<file path="config.mk">
export PLATFORM = sky130hd
export DESIGN_NAME = cursor_list_engine_flat
export DESIGN_NICKNAME = d
export VERILOG_FILES = /design/src/hdl/cle_pkg.sv /design/src/hdl/cle_if.sv /design/src/hdl/cle_ram.sv /design/src/hdl/cursor_list_engine.sv /design/src/flat_wrapper.sv
export SDC_FILE = /design/constraint.sdc
export NUM_CORES = 1
export LEC_CHECK = 0
export ABC_AREA = 0
export ABC_CLOCK_PERIOD_IN_PS = 6700
export BUFFER_PORTS_ARGS = -buffer_cell sky130_fd_sc_hd__buf_2
export CORE_MARGIN = 2
export CORE_UTILIZATION = 48
export CTS_CLUSTER_DIAMETER = 40
export DETAILED_ROUTE_END_ITERATION = 6
export SKIP_LAST_GASP = 1
export SYNTH_ARGS = -nofsm -noshare
export SYNTH_HDL_FRONTEND = slang
export SYNTH_SLANG_ARGS = --single-unit
export TNS_END_PERCENT = 30
</file>
<file path="constraint.sdc">
create_clock -name clk -period 6.7 [get_ports clk]
set_input_delay 0.67 -clock clk [delete_from_list [all_inputs] [get_ports clk]]
set_output_delay 0.67 -clock clk [all_outputs]
set_load 0.02 [all_outputs]
</file>
<file path="src/hdl/cle_pkg.sv">
package cle_pkg;

  // request codes
  typedef enum logic [3:0] {
    REQ_INS_AFTER  = 4'd0,
    REQ_INS_BEFORE = 4'd1,
    REQ_GET        = 4'd2,
    REQ_REMOVE     = 4'd3,
    REQ_BEGIN      = 4'd4,
    REQ_END        = 4'd5,
    REQ_NEXT       = 4'd6,
    REQ_PRIOR      = 4'd7,
    REQ_CLEAR      = 4'd8
  } req_t;

  typedef enum logic [3:0] {
    ST_IDLE,
    ST_GET_W,
    ST_NEXT_W,
    ST_ALLOC_W,
    ST_INS,
    ST_AFT_W,
    ST_AFT_LINK,
    ST_REM_W,
    ST_WALK,
    ST_WALK_W
  } state_t;

  localparam int VAL_W   = 32;
  localparam int REQ_W   = 4;
  localparam int COUNT_W = 5;

endpackage

</file>
<file path="src/hdl/cle_if.sv">
interface cle_req_if;
  import cle_pkg::*;
  logic                    valid;
  logic                    ready;
  logic [REQ_W-1:0]        req_type;
  logic signed [VAL_W-1:0] value_in;
  modport source (output valid, req_type, value_in, input ready);
  modport sink   (input valid, req_type, value_in, output ready);
endinterface

interface cle_rsp_if;
  import cle_pkg::*;
  logic                    valid;
  logic                    ready;
  logic                    ok;
  logic signed [VAL_W-1:0] value_out;
  logic                    is_empty;
  logic                    is_full;
  logic [COUNT_W-1:0]      count;
  modport source (output valid, ok, value_out, is_empty, is_full, count, input ready);
  modport sink   (input valid, ok, value_out, is_empty, is_full, count, output ready);
endinterface

</file>
<file path="src/hdl/cle_ram.sv">
module cle_ram #(
  parameter int WIDTH = 32,
  parameter int DEPTH = 16
) (
  input  logic                     clk,
  input  logic [$clog2(DEPTH)-1:0] addr,
  input  logic                     we,
  input  logic [WIDTH-1:0]         wdata,
  output logic [WIDTH-1:0]         rdata
);

  logic [WIDTH-1:0] mem [DEPTH];

  // write and registered read on one port
  always_ff @(posedge clk) begin
    if (we) begin
      mem[addr] <= wdata;
    end
    rdata <= mem[addr];
  end

endmodule

</file>
<file path="src/hdl/cursor_list_engine.sv">
// Channel   Dir  Handshake      Payload
// in_req    in   valid/ready    req_type, value_in
// out_rsp   out  valid/ready    ok, value_out, is_empty, is_full, count
//
// Walks to a predecessor or to the end step one link at a time, alternating ST_WALK
// and ST_WALK_W, through the single link RAM port.
// One request is in flight; a new beat is taken once the result has left.
// Reset (rst_n low, synchronous) empties the list; RAM contents need no clearing.
// A stalled result holds in the output register until out_rsp.ready.
module cursor_list_engine
  import cle_pkg::*;
#(
  parameter int CAPACITY = 16
) (
  input  logic   clk,
  input  logic   rst_n,
  cle_req_if.sink   in_req,
  cle_rsp_if.source out_rsp
);

  localparam int SW = (CAPACITY > 1) ? $clog2(CAPACITY) : 1;
  localparam int CW = $clog2(CAPACITY + 1);

  state_t state_r, state_nxt;

  logic [SW-1:0] head_r, head_nxt, cur_r, cur_nxt, pos_r, pos_nxt;
  logic [SW-1:0] fhead_r, fhead_nxt, new_r, new_nxt, nx_r, nx_nxt;
  logic [SW-1:0] ws_r, ws_nxt, wk_r, wk_nxt;
  logic [CW-1:0] count_r, count_nxt, fresh_r, fresh_nxt;
  req_t          op_r, op_nxt;
  logic signed [VAL_W-1:0] val_r, val_nxt, vout_r, vout_nxt;

  logic                    out_v_r, out_ok_r;
  logic signed [VAL_W-1:0] out_val_r;
  logic [CW-1:0]           out_cnt_r;

  logic          fin, fin_ok;
  logic [SW-1:0] e_addr, l_addr, l_wdata, l_rdata;
  logic          e_we, l_we;
  logic [VAL_W-1:0] e_rdata;

  logic accept, empty, full, at_last, use_chain;
  req_t req;

  assign req       = req_t'(in_req.req_type);
  assign accept    = in_req.valid && in_req.ready;
  assign empty     = (count_r == '0);
  assign full      = (count_r == CW'(CAPACITY));
  assign at_last   = (CW'(pos_r) + CW'(1) >= count_r);
  assign use_chain = (fresh_r > count_r);

  // next state
  always_comb begin
    state_nxt = state_r;
    case (state_r)
      ST_IDLE: begin
        if (accept) begin
          case (req)
            REQ_INS_AFTER, REQ_INS_BEFORE: begin
              if (!full) state_nxt = use_chain ? ST_ALLOC_W : ST_INS;
            end
            REQ_GET:    if (!empty) state_nxt = ST_GET_W;
            REQ_REMOVE: if (!empty) state_nxt = ST_REM_W;
            REQ_END:    if (!empty) state_nxt = ST_WALK;
            REQ_NEXT:   if (!empty && !at_last) state_nxt = ST_NEXT_W;
            REQ_PRIOR:  if (!empty && pos_r != '0) state_nxt = ST_WALK;
            default:    state_nxt = ST_IDLE;
          endcase
        end
      end
      ST_GET_W, ST_NEXT_W, ST_AFT_LINK: state_nxt = ST_IDLE;
      ST_ALLOC_W: state_nxt = ST_INS;
      ST_INS: begin
        if (empty) state_nxt = ST_IDLE;
        else if (op_r == REQ_INS_AFTER) state_nxt = ST_AFT_W;
        else state_nxt = (pos_r == '0) ? ST_IDLE : ST_WALK;
      end
      ST_AFT_W:  state_nxt = ST_AFT_LINK;
      ST_REM_W:  state_nxt = (pos_r == '0) ? ST_IDLE : ST_WALK;
      ST_WALK:   state_nxt = (wk_r == '0) ? ST_IDLE : ST_WALK_W;
      ST_WALK_W: state_nxt = ST_WALK;
      default:   state_nxt = ST_IDLE;
    endcase
  end

  // datapath, memory controls and results
  always_comb begin
    head_nxt = head_r; cur_nxt = cur_r; pos_nxt = pos_r; fhead_nxt = fhead_r;
    new_nxt = new_r; nx_nxt = nx_r; ws_nxt = ws_r; wk_nxt = wk_r;
    count_nxt = count_r; fresh_nxt = fresh_r; op_nxt = op_r;
    val_nxt = val_r; vout_nxt = vout_r;
    fin = 1'b0; fin_ok = 1'b0;
    e_addr = cur_r; e_we = 1'b0;
    l_addr = cur_r; l_we = 1'b0; l_wdata = fhead_r;
    case (state_r)
      ST_IDLE: begin
        if (accept) begin
          op_nxt = req; val_nxt = in_req.value_in; vout_nxt = '0;
          case (req)
            REQ_INS_AFTER, REQ_INS_BEFORE: begin
              if (full) begin
                fin = 1'b1;
              end else if (use_chain) begin
                l_addr = fhead_r;
              end else begin
                new_nxt = SW'(fresh_r); fresh_nxt = fresh_r + CW'(1);
              end
            end
            REQ_GET:    fin = empty;
            REQ_REMOVE: fin = empty;
            REQ_BEGIN: begin
              fin = 1'b1; fin_ok = !empty;
              if (!empty) begin cur_nxt = head_r; pos_nxt = '0; end
            end
            REQ_END: begin
              fin = empty; ws_nxt = head_r; wk_nxt = SW'(count_r - CW'(1));
            end
            REQ_NEXT:  fin = empty || at_last;
            REQ_PRIOR: begin
              fin = empty || (pos_r == '0); ws_nxt = head_r; wk_nxt = pos_r - SW'(1);
            end
            REQ_CLEAR: begin
              fin = 1'b1; fin_ok = 1'b1; count_nxt = '0; fresh_nxt = '0;
              head_nxt = '0; cur_nxt = '0; pos_nxt = '0;
            end
            default: fin = 1'b1;
          endcase
        end
      end
      ST_GET_W: begin
        vout_nxt = e_rdata; fin = 1'b1; fin_ok = 1'b1;
      end
      ST_NEXT_W: begin
        cur_nxt = l_rdata; pos_nxt = pos_r + SW'(1); fin = 1'b1; fin_ok = 1'b1;
      end
      ST_ALLOC_W: begin
        new_nxt = fhead_r; fhead_nxt = l_rdata;
      end
      ST_INS: begin
        e_addr = new_r; e_we = 1'b1;
        if (empty) begin
          head_nxt = new_r; cur_nxt = new_r; pos_nxt = '0;
          count_nxt = count_r + CW'(1); fin = 1'b1; fin_ok = 1'b1;
        end else if (op_r == REQ_INS_AFTER) begin
          l_addr = cur_r;
        end else begin
          l_addr = new_r; l_we = 1'b1; l_wdata = cur_r;
          ws_nxt = head_r; wk_nxt = pos_r - SW'(1);
          if (pos_r == '0) begin
            head_nxt = new_r; cur_nxt = new_r;
            count_nxt = count_r + CW'(1); fin = 1'b1; fin_ok = 1'b1;
          end
        end
      end
      ST_AFT_W: begin
        l_addr = new_r; l_we = 1'b1; l_wdata = l_rdata;
      end
      ST_AFT_LINK: begin
        l_addr = cur_r; l_we = 1'b1; l_wdata = new_r;
        cur_nxt = new_r; pos_nxt = pos_r + SW'(1);
        count_nxt = count_r + CW'(1); fin = 1'b1; fin_ok = 1'b1;
      end
      ST_REM_W: begin
        // push the removed slot onto the free chain
        vout_nxt = e_rdata; nx_nxt = l_rdata;
        l_addr = cur_r; l_we = 1'b1; l_wdata = fhead_r; fhead_nxt = cur_r;
        ws_nxt = head_r; wk_nxt = pos_r - SW'(1);
        if (pos_r == '0) begin
          head_nxt = (count_r == CW'(1)) ? '0 : l_rdata;
          cur_nxt  = (count_r == CW'(1)) ? '0 : l_rdata;
          count_nxt = count_r - CW'(1); fin = 1'b1; fin_ok = 1'b1;
        end
      end
      ST_WALK: begin
        l_addr = ws_r;
        if (wk_r == '0) begin
          fin = 1'b1; fin_ok = 1'b1;
          case (op_r)
            REQ_END: begin
              cur_nxt = ws_r; pos_nxt = SW'(count_r - CW'(1));
            end
            REQ_PRIOR: begin
              cur_nxt = ws_r; pos_nxt = pos_r - SW'(1);
            end
            REQ_INS_BEFORE: begin
              l_we = 1'b1; l_wdata = new_r; cur_nxt = new_r;
              count_nxt = count_r + CW'(1);
            end
            REQ_REMOVE: begin
              l_we = 1'b1; l_wdata = nx_r; count_nxt = count_r - CW'(1);
              cur_nxt = at_last ? ws_r : nx_r;
              pos_nxt = at_last ? pos_r - SW'(1) : pos_r;
            end
            default: fin_ok = 1'b0;
          endcase
        end
      end
      ST_WALK_W: begin
        ws_nxt = l_rdata; wk_nxt = wk_r - SW'(1);
      end
      default: fin = 1'b0;
    endcase
  end

  always_ff @(posedge clk) begin
    if (!rst_n) begin
      state_r <= ST_IDLE; count_r <= '0; fresh_r <= '0; head_r <= '0;
      cur_r <= '0; pos_r <= '0; out_v_r <= 1'b0;
    end else begin
      state_r <= state_nxt; count_r <= count_nxt; fresh_r <= fresh_nxt;
      head_r <= head_nxt; cur_r <= cur_nxt; pos_r <= pos_nxt;
      if (fin) out_v_r <= 1'b1;
      else if (out_rsp.ready) out_v_r <= 1'b0;
    end
  end

  // payload registers
  always_ff @(posedge clk) begin
    fhead_r <= fhead_nxt; new_r <= new_nxt; nx_r <= nx_nxt; ws_r <= ws_nxt;
    wk_r <= wk_nxt; op_r <= op_nxt; val_r <= val_nxt; vout_r <= vout_nxt;
    if (fin) begin
      out_ok_r  <= fin_ok;
      out_val_r <= fin_ok ? vout_nxt : '0;
      out_cnt_r <= count_nxt;
    end
  end

  cle_ram #(.WIDTH(VAL_W), .DEPTH(CAPACITY)) u_elem (
    .clk(clk), .addr(e_addr), .we(e_we), .wdata(val_r), .rdata(e_rdata)
  );

  cle_ram #(.WIDTH(SW), .DEPTH(CAPACITY)) u_link (
    .clk(clk), .addr(l_addr), .we(l_we), .wdata(l_wdata), .rdata(l_rdata)
  );

  assign in_req.ready      = (state_r == ST_IDLE) && !out_v_r;
  assign out_rsp.valid     = out_v_r;
  assign out_rsp.ok        = out_ok_r;
  assign out_rsp.value_out = out_val_r;
  assign out_rsp.is_empty  = (out_cnt_r == '0);
  assign out_rsp.is_full   = (out_cnt_r == CW'(CAPACITY));
  assign out_rsp.count     = COUNT_W'(out_cnt_r);

  // never exceed capacity
  assert property (@(posedge clk) disable iff (!rst_n) count_r <= CW'(CAPACITY))
    else $error("element count beyond capacity");
  // free chain length is never negative
  assert property (@(posedge clk) disable iff (!rst_n) fresh_r >= count_r)
    else $error("fill mark below element count");
  // a finished request always leaves the engine idle
  assert property (@(posedge clk) disable iff (!rst_n) fin |=> state_r == ST_IDLE)
    else $error("result raised outside idle return");
  // cursor position stays inside the list
  assert property (@(posedge clk) disable iff (!rst_n)
    (state_r == ST_IDLE && !empty) |-> CW'(pos_r) < count_r)
    else $error("cursor position past list end");

endmodule

</file>
<file path="src/flat_wrapper.sv">
// flat-port wrapper written by rule: the top's interface ports become plain ports
module cursor_list_engine_flat import cle_pkg::*;
#(
  parameter int CAPACITY = 16
)
  (clk, rst_n, in_req_valid, in_req_req_type, in_req_value_in, in_req_ready, out_rsp_valid, out_rsp_ok, out_rsp_value_out, out_rsp_is_empty, out_rsp_is_full, out_rsp_count, out_rsp_ready);
  cle_req_if in_req_i ();
  cle_rsp_if out_rsp_i ();
  input  logic clk;
  input  logic rst_n;
  input wire logic [$bits(in_req_i.valid)-1:0] in_req_valid;
  input wire logic [$bits(in_req_i.req_type)-1:0] in_req_req_type;
  input wire logic [$bits(in_req_i.value_in)-1:0] in_req_value_in;
  output wire logic [$bits(in_req_i.ready)-1:0] in_req_ready;
  output wire logic [$bits(out_rsp_i.valid)-1:0] out_rsp_valid;
  output wire logic [$bits(out_rsp_i.ok)-1:0] out_rsp_ok;
  output wire logic [$bits(out_rsp_i.value_out)-1:0] out_rsp_value_out;
  output wire logic [$bits(out_rsp_i.is_empty)-1:0] out_rsp_is_empty;
  output wire logic [$bits(out_rsp_i.is_full)-1:0] out_rsp_is_full;
  output wire logic [$bits(out_rsp_i.count)-1:0] out_rsp_count;
  input wire logic [$bits(out_rsp_i.ready)-1:0] out_rsp_ready;
  assign in_req_i.valid = in_req_valid;
  assign in_req_i.req_type = in_req_req_type;
  assign in_req_i.value_in = in_req_value_in;
  assign in_req_ready = in_req_i.ready;
  assign out_rsp_valid = out_rsp_i.valid;
  assign out_rsp_ok = out_rsp_i.ok;
  assign out_rsp_value_out = out_rsp_i.value_out;
  assign out_rsp_is_empty = out_rsp_i.is_empty;
  assign out_rsp_is_full = out_rsp_i.is_full;
  assign out_rsp_count = out_rsp_i.count;
  assign out_rsp_i.ready = out_rsp_ready;
  cursor_list_engine #(.CAPACITY(CAPACITY)) u_core (.clk(clk), .rst_n(rst_n), .in_req(in_req_i), .out_rsp(out_rsp_i));
endmodule
</file>
-- After elaboration in Yosys (flattened, before gate mapping)
Memory sizes are Yosys's and may differ from the RTL's. A register that Yosys moved wholly into a read port is not among the register bits.
Index checks and enable logic that the tools add are counted.
- add/subtract/negate cells: 7
- order comparisons: 2
- eq/ne operators: 51
- multiplexer cells: 105
- reductions and logical operators: 44
- operator list (cell ; count):
    $mux W4 ; 48
    $pmux W4 S4 ; 5
    $pmux W32 S2 ; 1
    $pmux W4 S2 ; 6
    $pmux W4 S6 ; 2
    $mux W5 ; 9
    $eq A4 B3 Y1 const B ; 10
    $pmux W4 S3 ; 3
    $mux W32 ; 1
    $pmux W4 S7 ; 1
    $pmux W5 S5 ; 1
    $ne A3 B3 Y1 const B ; 7
    $eq A4 B2 Y1 const B ; 5
    $logic_not A4 Y1 ; 5
    $mux W1 ; 20
    $pmux W5 S2 ; 2
    $reduce_and A5 Y1 ; 4
    $ne A2 B2 Y1 const B ; 9
    $eq A4 B1 Y1 const B ; 3
    $eq A4 B4 Y1 const B ; 3
    $ne A3 B2 Y1 const B ; 4
    $reduce_bool A4 Y1 ; 3
    $reduce_or A2 Y1 ; 6
    $add A5 B1 Y5 const B ; 2
    31 further kinds ; 49
- register bits: 153
- bits in writable memories: 576
- input bits: 40
- output and inout port bits: 42
- logic and storage cells: 229
- memories kept: 2
- memories (memory ; depth ; width ; rd ports ; clocked after Yosys merged registers in ; wr ports ; line ; RTL):
    u_core.u_elem.mem ; 16 ; 32 ; 1 ; 1 ; 1 ; cle_ram.sv:12 ; logic [WIDTH-1:0] mem [DEPTH];
    u_core.u_link.mem ; 16 ; 4 ; 1 ; 1 ; 1 ; cle_ram.sv:12 ;

-- Depth between registers and ports, before layout
- word-level depth: 8
- gate-level depth with buffers: 13
- mapped depth without buffers: 10

-- Modules after synthesis
A second synthesis with hierarchy kept.
- cells, all modules: 1642
- area total of the unflattened synthesis: 29851.1 um2
- by module, submodules not included (module ; instances ; cells an instance ; area an instance (um2) ; sequential area each (um2)):
    cle_ram at u_core.u_elem ; 1 ; 840 ; 19862.8 ; 16015.4
    cursor_list_engine ; 1 ; 669 ; 7329.5 ; 4003.8
    cle_ram at u_core.u_link ; 1 ; 133 ; 2658.8 ; 2001.9

-- Least setup slack after synthesis
Ideal clock, no wire load.
- path type: reg-to-reg
- start point: register u_core.state_r[0]
- end point: memory u_core.u_elem.mem[13][0] (enable)
- setup time: 0.461 ns
- arrival: 4.594 ns
- required time: 6.239 ns
- path slack: 1.645 ns
- stages on the path, launching flop included: 9
- path buffers: 4
- period minus slack after synthesis: 5.055 ns
- cell sequence: dfxtp_1 -> clkbuf_1 -> nor4b_4 -> mux2i_1 -> clkbuf_1 -> clkbuf_1 -> clkbuf_1 -> nand3_1 -> nor3_1
- longest elaborated chain between the ends: 4
- elaborated cells between the ends (all ways): 5
- classes of those cells: eq/ne: 1; mux: 4
- RTL lines (what ; line ; RTL):
    start, declared ; cursor_list_engine.sv:24 ; state_t state_r, state_nxt;
    start signal, assigned ; cursor_list_engine.sv:210 ; state_r <= state_nxt; count_r <= count_nxt; fresh_r <= fresh_nxt;
    $eq A4 B3 Y1 * ; cursor_list_engine.sv:95 ; case (state_r)
    $mux W1 ; cursor_list_engine.sv:95 ;
    $mux W1 ; cle_ram.sv:16 ; if (we) begin
    $mux W1 (not written as such) ; cle_ram.sv:17 ; mem[addr] <= wdata;
    end, declared ; cle_ram.sv:12 ;
Mark *: on every way between the ends. The rest lies on a longest branch, timed or not.

-- Worst setup path after layout
- start point: register u_core.state_r[0]
- end point: memory u_core.u_elem.mem[9][17] (enable)
The elaborated chain is that of the path after synthesis.

==> reports/summary.txt <==
Status = finished clean
Register area share after synthesis = 72.67%
Fmax = 0.2476 GHz
Max_slew headroom = 25.60%
GPL Wtd Cong = 0.9015
Syn avg cell area = 17.03 um^2
Die width = 255.3 um
Area contributors post-synth = edfxtp_1 (66%), mux4_2 (9.5%), dfxtp_1 (6.3%)
Vias = 16720
Clock Skew = 42.42 ps
Die height = 255.3 um
Area overhead of the layout relative to synthesis = 17.54%
Yosys reg bits = 765
Cell Count, Final, Fillers Out = 2843
Async S/R FF share, synth = 0%
Drt drc = 0
XOR/XNOR Fraction of Synth Area = 0.3757%
PwrDens = 347.5 nW/um^2
Synth top area share = 66.39%
Synth top cells by count = edfxtp_1 (670), nand2_1 (132), mux4_2 (128)
Fill cell count = 4754
DRT Pass-1 Iters = 7
Hold/Removal Path Class = in -> reg
CTS buffer count = 106
Cells after Synth = 1779
Largest net degree at the start of global routing = 129
Final nets = 1963
DRT antenna net count = 0
Peak supply drop = 0.2673 mV
Initial antenna violation count = 0
CP Capture Type = flip-flop
# port buffers = 81
RSZ-0062 raised after global routing = no
Resize count post-CTS = 0
Max Slew Vio Count = 0
Synth cell types = 87
Routed WL = 72210 um
Syn. warnings = 0
Adder-cell area share of the yosys netlist = 0.7432%
Busiest grt layer = met2
DRT iter0 DRCs = 1673
Area of the multi-input gates = 7958 um^2
Top-count cell post-synth = edfxtp_1
Proportion of synthesized area in mux cells = 10.55%
Final setup vio count = 0
# hold bufs at CTS = 0
Crit start category = flip-flop
IO Pins = 82
Critical Path RT = 7040 ps
Final Hold Vio Count = 0
Root buffer cell = clkbuf_16
Met1 GRT Util = 31.12%
Inst Count DP = 2643
Hold Slack = 168.1 ps
Std-Cell Core Area = 62740 um^2
WL/cell = 25.40 um
Hpwl dp = 40880 um
Initial Util = 48.30%
Clock H-tree levels = 3
First-pass GRT wire length = 107600 um
Worst Path Arrival = 4380 ps
Crit Path Class = reg -> reg
Worst slew pin tran = 1093 ps
CP max FO = 44
Vias per cell = 5.882
Layout cells sized above 1 = 24.79%
# Post-CTS Setup Buffers = 0
Compound-Gate Fraction of Synth Area = 7.126%
Die Footprint = 65160 um^2
Final period demand of the worst path = 4038 ps
CTS sink cnt = 765
Register area = 22020 um^2
Mapped Area = 30300 um^2
Max Cap Viol = 0
Flop2flop setup slack = 2660 ps
Vias in the first global route = 16910
Worst-Skew Late Latency = 680 ps
GRT Total Usage = 22.66%
FP Rows = 92
CTS max path bufs = 3
TritonCTS clock tree = built
Post-synth EDFFs = 670
Overflow left after global routing = 0
Largest family of logic cells by synthesized area = multiplexers
Cell taking the most area after synthesis = edfxtp_1
Simple-gate portion of the synthesized area = 6.932%
Final setup TNS = 0 ps
Synth Flop Type = edfxtp_1
Leak = 0.01207 uW
Post-synth net total = 1837
CTS clk-pin slew, worst paths = 60 ps
ANT cells = 0
Final period utilization = 60.27%
GR Layer Usage met2 = 36.87%
Met3 Usage GRT = 4.180%
[layer usage]
layer  share of wire (%)  vias to the layer above
li1                    -                     7391
met1                  43                     8670
met2                  49                      536
met3                 5.5                      125
met4                 2.6                        0
met5                   0                        -
[registers in the layout (all words and copies together), names as in the netlist, 5 cells and up]
signal                    cells
u_core.u_link.mem            64
u_core.u_elem.rdata          32
u_core.u_elem.mem           512
u_core.out_rsp.count          5
u_core.val_r                 32
u_core.fresh_r                5
u_core.count_r                5
u_core.vout_r                32
u_core.out_rsp.value_out     32
[cells in the final DEF, fill, tap and decap left out, drive strengths merged, types with 8 or more instances in the layout]
cell type,synthesis,layout
a211oi,45,45
a21o,9,9
a21oi,36,36
a22o,35,35
a31oi,40,40
and2,73,73
and3,16,16
buf,28,115
bufinv,0,13
clkbuf,69,129
clkinv,1,35
clkinvlp,0,12
dfxtp,95,95
edfxtp,670,670
ha,18,18
inv,18,30
mux2,11,11
mux2i,18,18
mux4,128,128
nand2,134,134
nand2b,9,9
nand3,41,41
nor2,67,67
nor2b,9,9
nor3,29,29
o21ai,58,58
xor2,8,8
[logic make-up (layout without fill, tap and decap cells)]
logic type               after synthesis  count (layout)
buffers and inverters                116             334
adder cells (fa/ha/maj)               18              18
AND/OR/NAND/NOR                      412             412
XOR/XNOR                              13              13
flip-flops                           765             765
AO/OA/AOI/OAI                        298             298
multiplexers                         157             157
[cell type report]
cell class / instances / share of cell area [%]
Clock inverter: 71 / 2.491
Timing Repair Buffer: 115 / 1.960
Multi-Input combinational cell: 898 / 22.34
Tap cell: 846 / 2.972
Inverter: 19 / 0.2002
Sequential cell: 765 / 61.82
Clock buffer: 129 / 8.213
[power by group]
part | switching (uW) | internal (uW)
registers | 168 | 5400
logic | 590 | 394
clock network | 2160 | 3660
total | 2920 | 9450
[per-stage QoR]
step	setup slack (ps)	cell area, um^2	power [uW]	util [%]
global route	2377	35620	12750	56.78
floorplan	1645	30300	6290	-
global placement	2659	31810	6650	50.70
detailed placement	2599	31810	6661	50.70
CTS	2598	35620	12470	56.78
finish	2662	35620	12380	56.78
[worst max-delay path, stage by stage (launching register included)]
cell      delay (ps)
dfxtp_1          580
nor2_1           390
nand3b_1         390
a21boi_4         290
buf_4            540
nand2_1          350
nor2_4           750
buf_4            420
[worst paths after layout]
kind	from	to	depth (start not counted)
max	u_core.state_r[0]$_SDFFE_PN0P_	u_core.u_elem.mem[9][17]$_DFFE_PP_	7
min	in_req_value_in[29]	u_core.val_r[29]$_DFFE_PP_	1
max reg2reg	u_core.state_r[0]$_SDFFE_PN0P_	u_core.u_elem.mem[9][17]$_DFFE_PP_	7
min reg2reg	u_core.vout_r[20]$_DFF_P_	u_core.vout_r[20]$_DFF_P_	1
Note: power is estimated with default switching activity, not from simulation.
